`src/hw/rtl/spa_pkg.sv`:
```
// Package for the surface pool allocator: widths, codes and shared types.
`timescale 1ns / 1ps
package spa_pkg;

    localparam int CNT_W     = 8;
    localparam int STAMP_W   = 32;
    localparam int IDX_OUT_W = 5;
    localparam int ACT_W     = 6;

    localparam logic [ACT_W-1:0] ACT_RESET = 6'd6;

    localparam logic KIND_GET = 1'b0;
    localparam logic KIND_REL = 1'b1;

    typedef enum logic [1:0] {
        ST_IDLE,
        ST_SCAN,
        ST_REL,
        ST_GRANT
    } t_state;

    // verdict of the scan unit on one entry
    typedef struct packed {
        logic is_free;
        logic take_oldest;
    } t_scan_res;

endpackage

```
`src/hw/rtl/spa_ram.sv`:
```
// Generic single-write, single-read RAM with registered read data.
`timescale 1ns / 1ps
module spa_ram #(
    parameter int WIDTH = 8,
    parameter int DEPTH = 32
) (
    input  logic                     i_clk,
    input  logic                     i_we,
    input  logic [$clog2(DEPTH)-1:0] i_waddr,
    input  logic [WIDTH-1:0]         i_wdata,
    input  logic [$clog2(DEPTH)-1:0] i_raddr,
    output logic [WIDTH-1:0]         o_rdata
);

    logic [WIDTH-1:0] mem [DEPTH];
    logic [WIDTH-1:0] r_rdata;

    always_ff @(posedge i_clk) begin
        if (i_we) begin
            mem[i_waddr] <= i_wdata;
        end
        r_rdata <= mem[i_raddr];
    end

    assign o_rdata = r_rdata;

endmodule

```
`src/hw/rtl/spa_scan_unit.sv`:
```
// Shared scan unit: free test on a count and age compare against the oldest so far.
`timescale 1ns / 1ps
module spa_scan_unit (
    input  logic [spa_pkg::CNT_W-1:0]   i_count,
    input  logic [spa_pkg::STAMP_W-1:0] i_stamp,
    input  logic                        i_first,
    input  logic [spa_pkg::STAMP_W-1:0] i_oldest_stamp,
    output spa_pkg::t_scan_res          o_res
);
    import spa_pkg::*;

    always_comb begin
        o_res.is_free     = (i_count == '0);
        // unsigned compare; strict less keeps the lowest index on ties
        o_res.take_oldest = i_first || (i_stamp < i_oldest_stamp);
    end

endmodule

```
`src/hw/rtl/surface_pool_allocator_top.sv`:
```
// Top level of the surface pool allocator: sequencer, entry stores and valid bits.
//
//  channel   | handshake           | payload
//  ----------+---------------------+-----------------------------------
//  request   | start / busy        | i_kind, i_release_index
//  result    | o_strobe (1 cycle)  | o_granted_index, o_reused_busy
//  config    | i_cfg_we            | i_cfg_wdata (active count)
//
// A release holds busy for one cycle after acceptance; a release beyond the pool
// leaves busy low. A get reads one entry per cycle from the count and stamp RAMs
// and walks it through the one scan unit over entries 0 .. (clamped active count) - 1,
// stopping at the first free entry; the result follows in the grant state.
// Reset and a config write clear per-entry valid bits at once; no clearing pass.
// The receiver cannot stall: the result shows for exactly one cycle.
`timescale 1ns / 1ps
module surface_pool_allocator_top #(
    parameter int POOL_SIZE = 32
) (
    input  logic                          i_clk,
    input  logic                          i_rst_n,
    input  logic                          start,
    output logic                          busy,
    input  logic                          i_kind,
    input  logic [spa_pkg::IDX_OUT_W-1:0] i_release_index,
    input  logic                          i_cfg_we,
    input  logic [spa_pkg::ACT_W-1:0]     i_cfg_wdata,
    output logic                          o_strobe,
    output logic [spa_pkg::IDX_OUT_W-1:0] o_granted_index,
    output logic                          o_reused_busy
);
    import spa_pkg::*;

    localparam int IW = $clog2(POOL_SIZE);
    localparam logic [ACT_W:0] POOL_W = (ACT_W+1)'(POOL_SIZE);

    t_state r_state, n_state;
    logic   r_strobe, n_strobe;
    logic [ACT_W-1:0]     r_active, n_active;
    logic [STAMP_W-1:0]   r_stamp, n_stamp;
    logic [POOL_SIZE-1:0] r_cnt_vld, n_cnt_vld;
    logic [POOL_SIZE-1:0] r_stm_vld, n_stm_vld;
    logic [IW-1:0]        r_idx, n_idx;
    logic [IW-1:0]        r_pick, n_pick;
    logic                 r_reused, n_reused;
    logic [IW-1:0]        r_old_idx, n_old_idx;
    logic [STAMP_W-1:0]   r_old_stamp, n_old_stamp;

    logic [ACT_W:0]       act_ext, eff_cnt;
    logic [IW-1:0]        last_idx;
    logic                 accept, rel_in_range, at_last;

    logic [IW-1:0]        ram_raddr, ram_waddr;
    logic                 cnt_we, stm_we;
    logic [CNT_W-1:0]     cnt_wdata, cnt_q, cnt_cur;
    logic [STAMP_W-1:0]   stm_wdata, stm_q, stm_cur;
    t_scan_res            scan_res;

    assign accept       = start && (r_state == ST_IDLE);
    assign rel_in_range = ((ACT_W+1)'(i_release_index) < POOL_W);

    // active count zero scans entry 0; above the pool it clamps
    assign act_ext  = (ACT_W+1)'(r_active);
    assign eff_cnt  = (act_ext == '0) ? (ACT_W+1)'(1)
                    : ((act_ext > POOL_W) ? POOL_W : act_ext);
    assign last_idx = IW'(eff_cnt - 1'b1);
    assign at_last  = (r_idx == last_idx);

    assign cnt_cur = r_cnt_vld[r_idx] ? cnt_q : '0;
    assign stm_cur = r_stm_vld[r_idx] ? stm_q : '0;

    spa_ram #(.WIDTH(CNT_W), .DEPTH(POOL_SIZE)) u_cnt_ram (
        .i_clk   (i_clk),
        .i_we    (cnt_we),
        .i_waddr (ram_waddr),
        .i_wdata (cnt_wdata),
        .i_raddr (ram_raddr),
        .o_rdata (cnt_q)
    );

    spa_ram #(.WIDTH(STAMP_W), .DEPTH(POOL_SIZE)) u_stm_ram (
        .i_clk   (i_clk),
        .i_we    (stm_we),
        .i_waddr (ram_waddr),
        .i_wdata (stm_wdata),
        .i_raddr (ram_raddr),
        .o_rdata (stm_q)
    );

    spa_scan_unit u_scan (
        .i_count        (cnt_cur),
        .i_stamp        (stm_cur),
        .i_first        (r_idx == '0),
        .i_oldest_stamp (r_old_stamp),
        .o_res          (scan_res)
    );

    // next state
    always_comb begin
        n_state = r_state;
        case (r_state)
            ST_IDLE: begin
                if (accept) begin
                    if (i_kind == KIND_REL) begin
                        n_state = rel_in_range ? ST_REL : ST_IDLE;
                    end else begin
                        n_state = ST_SCAN;
                    end
                end
            end
            ST_SCAN: begin
                if (scan_res.is_free || at_last) begin
                    n_state = ST_GRANT;
                end
            end
            ST_REL:   n_state = ST_IDLE;
            ST_GRANT: n_state = ST_IDLE;
            default:  n_state = ST_IDLE;
        endcase
    end

    // RAM controls
    always_comb begin
        ram_raddr = IW'(r_idx + 1'b1);
        ram_waddr = r_idx;
        cnt_we    = 1'b0;
        stm_we    = 1'b0;
        cnt_wdata = cnt_cur - 1'b1;
        stm_wdata = r_stamp;
        case (r_state)
            ST_IDLE: begin
                ram_raddr = (i_kind == KIND_REL) ? IW'(i_release_index) : '0;
            end
            ST_SCAN: begin
                ram_raddr = IW'(r_idx + 1'b1);
            end
            ST_REL: begin
                cnt_we = 1'b1;
            end
            ST_GRANT: begin
                ram_waddr = r_pick;
                cnt_we    = 1'b1;
                stm_we    = 1'b1;
                cnt_wdata = CNT_W'(1);
            end
            default: begin
                cnt_we = 1'b0;
            end
        endcase
    end

    // datapath next values
    always_comb begin
        n_active    = r_active;
        n_stamp     = r_stamp;
        n_cnt_vld   = r_cnt_vld;
        n_stm_vld   = r_stm_vld;
        n_idx       = r_idx;
        n_pick      = r_pick;
        n_reused    = r_reused;
        n_old_idx   = r_old_idx;
        n_old_stamp = r_old_stamp;
        n_strobe    = (r_state == ST_SCAN) && (n_state == ST_GRANT);
        case (r_state)
            ST_IDLE: begin
                if (accept) begin
                    n_idx = (i_kind == KIND_REL) ? IW'(i_release_index) : '0;
                end
            end
            ST_SCAN: begin
                if (scan_res.take_oldest) begin
                    n_old_idx   = r_idx;
                    n_old_stamp = stm_cur;
                end
                n_idx = IW'(r_idx + 1'b1);
                if (scan_res.is_free) begin
                    n_pick   = r_idx;
                    n_reused = 1'b0;
                end else if (at_last) begin
                    n_pick   = scan_res.take_oldest ? r_idx : r_old_idx;
                    n_reused = 1'b1;
                end
            end
            ST_REL: begin
                n_cnt_vld[r_idx] = 1'b1;
            end
            ST_GRANT: begin
                n_stamp           = r_stamp + 1'b1;
                n_cnt_vld[r_pick] = 1'b1;
                n_stm_vld[r_pick] = 1'b1;
            end
            default: begin
                n_idx = r_idx;
            end
        endcase
        if (i_cfg_we) begin
            n_active  = i_cfg_wdata;
            n_cnt_vld = '0;
            n_stm_vld = '0;
        end
    end

    always_ff @(posedge i_clk) begin
        if (!i_rst_n) begin
            r_state   <= ST_IDLE;
            r_strobe  <= 1'b0;
            r_active  <= ACT_RESET;
            r_stamp   <= '0;
            r_cnt_vld <= '0;
            r_stm_vld <= '0;
        end else begin
            r_state   <= n_state;
            r_strobe  <= n_strobe;
            r_active  <= n_active;
            r_stamp   <= n_stamp;
            r_cnt_vld <= n_cnt_vld;
            r_stm_vld <= n_stm_vld;
        end
    end

    always_ff @(posedge i_clk) begin
        r_idx       <= n_idx;
        r_pick      <= n_pick;
        r_reused    <= n_reused;
        r_old_idx   <= n_old_idx;
        r_old_stamp <= n_old_stamp;
    end

    assign busy            = (r_state != ST_IDLE);
    assign o_strobe        = r_strobe;
    assign o_granted_index = IDX_OUT_W'(r_pick);
    assign o_reused_busy   = r_reused;

endmodule

```
`config.mk`:
```
export PLATFORM = sky130hd
export DESIGN_NAME = surface_pool_allocator_top
export DESIGN_NICKNAME = d
export VERILOG_FILES = /design/src/hw/rtl/spa_pkg.sv /design/src/hw/rtl/spa_ram.sv /design/src/hw/rtl/spa_scan_unit.sv /design/src/hw/rtl/surface_pool_allocator_top.sv
export SDC_FILE = /design/constraint.sdc
export NUM_CORES = 2
export LEC_CHECK = 0
export ABC_AREA = 1
export BUFFER_PORTS_ARGS = -buffer_cell sky130_fd_sc_hd__buf_2
export CAP_MARGIN = 20
export CORE_AREA = 2 2 445 447
export CTS_CLUSTER_SIZE = 16
export DETAILED_ROUTE_END_ITERATION = 10
export DIE_AREA = 0 0 447 449
export GPL_ROUTABILITY_DRIVEN = 0
export PLACE_DENSITY = 0.54
export SYNTH_ARGS = -nofsm -noshare
export SYNTH_HDL_FRONTEND = slang
export SYNTH_SLANG_ARGS = --single-unit
export TNS_END_PERCENT = 30
```
`constraint.sdc`:
```
create_clock -name i_clk -period 6.75 [get_ports i_clk]
set_input_delay 0.675 -clock i_clk [delete_from_list [all_inputs] [get_ports i_clk]]
set_output_delay 0.675 -clock i_clk [all_outputs]
set_load 0.02 [all_outputs]
```
== Word level (Yosys, flattened, before mapping) ==
Memories as Yosys holds them, arrays and structs flattened. A register that Yosys moved wholly into a read port is not among the register bits.
Cells that the tools add are included.

* Muxes and demuxes: 33
* Reduce and logical (&&, ||, !) cells: 19
* Bitwise logic cells: 4
* $lt $le $gt $ge: 6
* Add/sub/neg operators: 4
* Equality and inequality tests: 6

{| class="wikitable"
|+ Operators by type and width
! cell !! count
|-
| bitwise OR 32 bit || 3
|-
| one-hot mux 32 bit (2 select lines) || 1
|-
| 2-to-1 mux 5 bit || 9
|-
| adder 32 x 1 -> 32 bit (second input constant) || 1
|-
| < comparator 32 bit || 1
|-
| 2-to-1 mux 32 bit || 1
|-
| 2-to-1 mux 8 bit || 2
|-
| < comparator 5 x 6 -> 1 bit (second input constant) || 2
|-
| 2-to-1 mux 1 bit || 11
|-
| binary-select mux 1 bit (select 5 bit) || 2
|-
| demux 1 bit (select 5 bit) || 2
|-
| greater-or-equal comparator 5 x 1 -> 1 bit (second input constant) || 2
|-
| one-hot mux 5 bit (2 select lines) || 1
|-
| logical NOT 8 bit || 1
|-
| nonzero test 2 bit || 4
|-
| subtractor 8 x 1 -> 8 bit (second input constant) || 1
|-
| logical NOT 7 bit || 1
|-
| == test 2 bit (second input constant) || 3
|-
| greater-than comparator 6 bit (second input constant) || 1
|-
| 2-to-1 mux 2 bit || 3
|-
| one-hot mux 2 bit (3 select lines) || 1
|-
| AND reduction 2 bit || 3
|-
| adder 5 x 1 -> 5 bit (second input constant) || 1
|-
| == test 5 bit || 1
|-
| other kinds (9) || 14
|}

* Output and inout port bits: 8
* Input port bits: 16
* Memories kept: 2
* Memory bits (writable): 1280
* Word-level logic and storage cells: 85
* Register bits after elaboration: 153

{| class="wikitable"
|+ Memory list
! memory !! words !! bits a word !! read ports !! clocked after memory_dff !! wr ports !! RTL line !! RTL
|-
| u_stm_ram.mem || 32 || 32 || 1 || 1 || 1 || spa_ram.sv:15 || <nowiki>logic [WIDTH-1:0] mem [DEPTH];</nowiki>
|-
| u_cnt_ram.mem || 32 || 8 || 1 || 1 || 1 || spa_ram.sv:15 ||
|}

== Logic depth before layout (Yosys ltp) ==
* Depth after elaboration: 10
* Depth in mapped cells: 27
* Gate-level depth less buffers: 25

== Cells and area by module ==
A second synthesis with hierarchy kept.

* Cells, all modules: 5617
* Area, all modules: 61661.6 µm²

{| class="wikitable"
|+ Modules (own cells, without submodules)
! module !! sequential area each (µm²) !! cells each !! area each (µm²) !! times used
|-
| spa_ram (u_stm_ram) || 31390.1 || 3536 || 42405.7 || 1
|-
| spa_ram (u_cnt_ram) || 7847.5 || 922 || 10786.6 || 1
|-
| surface_pool_allocator_top || 3543.4 || 1022 || 7628.6 || 1
|-
| spa_scan_unit || 0.0 || 137 || 840.8 || 1
|}

== Worst setup path before layout ==
OpenSTA, ideal clock, no wires.

* Path kind: reg-to-reg
* Start: reg r_idx[0]
* End: reg r_old_stamp[0], enable pin
* Period minus slack after synthesis: 4.676 ns
* Buffers on the path: 2
* Arrival time: 4.244 ns
* Required time: 6.318 ns
* Setup slack: 2.074 ns
* Setup time: 0.432 ns
* Cell stages (with the launch flop): 22
* Cells stage by stage: edfxtp_1 -> inv_2 -> buf_2 -> nand2_1 -> nand3_1 -> nand2_1 -> nand2_1 -> nand2_1 -> nor2_1 -> nand2_1 -> inv_1 -> clkbuf_1 -> nor2_1 -> ha_1 -> a21oi_1 -> nor2_1 -> a211oi_1 -> o221a_2 -> nand2_1 -> nand2_1 -> nand2_2 -> a21oi_1

* Longest elaborated chain between the ends: 6
* Elaborated cells between the ends (all ways): 7
* Those cells by class: order compare (1); mux (3); reduce/logical (3)

{| class="wikitable"
|+ Ends and longest elaborated chain
! element !! RTL line !! RTL
|-
| start, declared || surface_pool_allocator_top.sv:42 || <nowiki>logic [IW-1:0] r_idx, n_idx;</nowiki>
|-
| start signal, assigned || surface_pool_allocator_top.sv:221 || <nowiki>r_idx <= n_idx;</nowiki>
|-
| binary-select mux 1 bit (select 5 bit) || surface_pool_allocator_top.sv:69 || <nowiki>assign stm_cur = r_stm_vld[r_idx] ? stm_q : '0;</nowiki>
|-
| 2-to-1 mux 1 bit (implied by the code) || surface_pool_allocator_top.sv:69 ||
|-
| 2-to-1 mux 32 bit || surface_pool_allocator_top.sv:69 ||
|-
| net stm_cur[9] || surface_pool_allocator_top.sv:55 || <nowiki>logic [STAMP_W-1:0] stm_wdata, stm_q, stm_cur;</nowiki>
|-
| < comparator 32 bit || spa_scan_unit.sv:15 || <nowiki>o_res.take_oldest = i_first || (i_stamp < i_oldest_stamp);</nowiki>
|-
| logical OR 1 bit || spa_scan_unit.sv:15 ||
|-
| AND reduction 2 bit (no line) || n/a ||
|-
| end signal, assigned || surface_pool_allocator_top.sv:225 || <nowiki>r_old_stamp <= n_old_stamp;</nowiki>
|-
| end, declared || surface_pool_allocator_top.sv:46 || <nowiki>logic [STAMP_W-1:0] r_old_stamp, n_old_stamp;</nowiki>
|}

The timed path passes the listed nets, and every way through them passes these cells. The select of a mux whose other input is x is not followed.
A chain may end at the register's enable or synchronous reset.

== Worst setup path after layout ==
* Start: reg r_idx[1]
* End: reg r_old_stamp[18], enable pin

The elaborated chain is that of the path after synthesis.

==> metrics.yaml <==
numCtsBuffers: 151
total_power_mw: 22.1
yosysMostFrequentCell: "edfxtp_1"
dieArea_mm2: 0.201
post_cts_buffers: 0
die_x_um: 447
rsz0062_at_grt: "no"
vias: 37900
fin_nets: 4641
io_buffers: 23
track_usage_pct: 16.4
drt-vias-per-instance: 5.16
crit_type: "reg -> reg"
skew_ns: 0.0376
netlist_area_mm2: 0.0585
worst_slack_ns: 1.54
grt_start_max_net_pins: 196
ctsResizeCount: 0
max_cap_violations: 0
grt_pass1_wl_um: 248000
syn_nets: 4659
ys_ff_latch: 1473
drive_above_1_share_pct: 8.84
hold_slack_ns: 0.111
cp-end-kind: "flip-flop"
clk_path_buf_depth: 3
hold_viol_final: 0
hold_buffers: 0
ys_types: 44
path_clk_slew_ns: 0.06
area_delta_synth_final_pct: 15.4
yosysTopAreaCellShare_pct: 68.1
antenna_found_initial: 2
status: "completed"
diodes: 0
cts-root-buf: "clkbuf_16"
routed_wl_um: 169000
core_mm2: 0.196
dpl_cell_area_mm2: 0.0621
first_iter_violations: 4147
pre_cts_ws_ns: 1.55
fp-row-count: 163
wl_per_cell_um: 23.0
required_ns: 7.15
fmax_mhz: 192
min_period_over_period_pct: 77.2
drc: 0
synth_area_leaders: "edfxtp_1 68%, o21ai_0 6.1%, nor2_1 5.6%"
yosys.area.top_type: "edfxtp_1"
first_pass_iters: 5
pin_count: 24
yosys_warnings: 0
htree_levels: 4
ant_nets: 0
synth_ff_type: "edfxtp_1"
syn_inst: 4605
crit_path_start_kind: "flip-flop"
grt_pass1_vias: 37100
die_h_um: 449
worstPathMaxFanout: 32
hold_class: "in -> reg"
worstMarginPinSlew_ns: 1.10
cts_tree: "yes"
period_minus_slack_ns: 5.21
start_util_pct: 29.8
timing.slew.headroom_pct: 26.6
synth_area_per_cell_um2: 12.7
synth-edff-count: 1328
p_leak_nw: 20.8
fin_setup_tns_ns: 0
overflow: 0
powerDensity_mw_per_mm2: 328
hpwl_um: 86300
clk-insertion-delay-late_ns: 0.80
post-route-cell-area_mm2: 0.0675
synthArstFlopShare_pct: 0
arrival_ns: 5.61
synth_seq_area_share_pct: 73.1
setup_viol: 0
ir_worst_vdd_v: 0.000381
numClockSinks: 1473
synth_common_cells: "1328 x edfxtp_1, 881 x nor2_1, 708 x o21ai_0"
slew_violations: 0
## per-stage QoR
stage          std cells  util (%)
2_1_floorplan       4605         -
3_3_place_gp        7051      31.6
3_5_place_dp        7057      31.6
4_1_cts             7331      34.2
5_1_grt             7348      34.4
6_report            7348      34.4
## power by group
part | switching [mW] | internal (mW) | total (mW)
Clock | 3.59 | 4.87 | 8.46
Combinational | 2.41 | 0.818 | 3.23
Sequential | 0.0839 | 10.3 | 10.4
## area by class of cell
cell class / count / area [um^2]
inverter: 228 / 878
timing repair buffer: 133 / 1550
tap: 2640 / 3300
multi-input combinational: 2600 / 14000
clock buffer: 196 / 4110
fill: 19200 / 129000
clock inverter: 78 / 883
sequential: 1473 / 42800
## metal layers
| metal | part of all wire (%) | track usage, % |
|---|---|---|
| met1 | 44 | 22.4 |
| met2 | 48 | 27.2 |
| met3 | 5.7 | 2.30 |
| met4 | 2.3 | 4.60 |
| met5 | 0 | 0 |
## critical path: stages, from the launching register on
cell and delay [ns]:
edfxtp_1 0.35, clkinv_1 0.54, nand3_1 0.30, nand2_1 0.09, nand2_1 0.08, nand2_1 0.06
nor2_1 0.09, nand2_1 0.12, inv_1 0.78, nor2_1 0.13, ha_1 0.34, a21oi_1 0.14
nor2_1 0.06, a211oi_1 0.21, o221ai_1 0.16, a21oi_1 0.23, nand2_2 0.21, a21oi_4 0.89
## flip-flops by register name (all words and copies together), names as in the netlist
signal / flops
u_stm_ram.mem: 1024
u_cnt_ram.mem: 256
r_cnt_vld: 32
r_old_stamp: 32
r_stamp: 32
r_stm_vld: 32
u_stm_ram.o_rdata: 32
u_cnt_ram.o_rdata: 8
r_active: 6
o_granted_index: 5
r_idx: 5
r_old_idx: 5
r_state: 2
o_reused_busy: 1
o_strobe: 1
## kinds of logic after synthesis
| logic type | Yosys count | synth area share [%] |
|---|---|---|
| simple gates | 1244 | 8.52 |
| xor+xnor | 20 | 0.299 |
| flops | 1473 | 73.1 |
| compound gates | 1298 | 13.7 |
| buf+inv | 532 | 3.53 |
| fa+ha+maj | 38 | 0.812 |
## cell usage in the layout (no fill, tap or decap), types with 30 or more instances in the layout
cell type,synthesis,layout
a21oi_1,100,96
ha_1,38,38
o211a_1,30,30
o21ai_0,708,707
nand3_1,101,101
edfxtp_1,1328,1328
nand2_1,175,173
nor2_1,881,851
a311oi_1,40,40
inv_1,219,217
o211ai_1,33,33
dfxtp_1,145,145
clkbuf_1,249,33
o22ai_1,63,63
o221ai_1,259,259
a31oi_1,41,41
clkbuf_16,0,155
buf_4,2,74
## final timing paths
path	to	slack (ns)	start	cells after the start
max reg2reg	r_old_stamp[18]	1.54	r_idx[1]	17
max	r_old_stamp[18]	1.54	r_idx[1]	17
min reg2reg	r_cnt_vld[11]	0.45	r_cnt_vld[11]	2
min	r_active[1]	0.11	i_cfg_wdata[1]	3
Note: power is estimated with default switching activity, not from simulation.
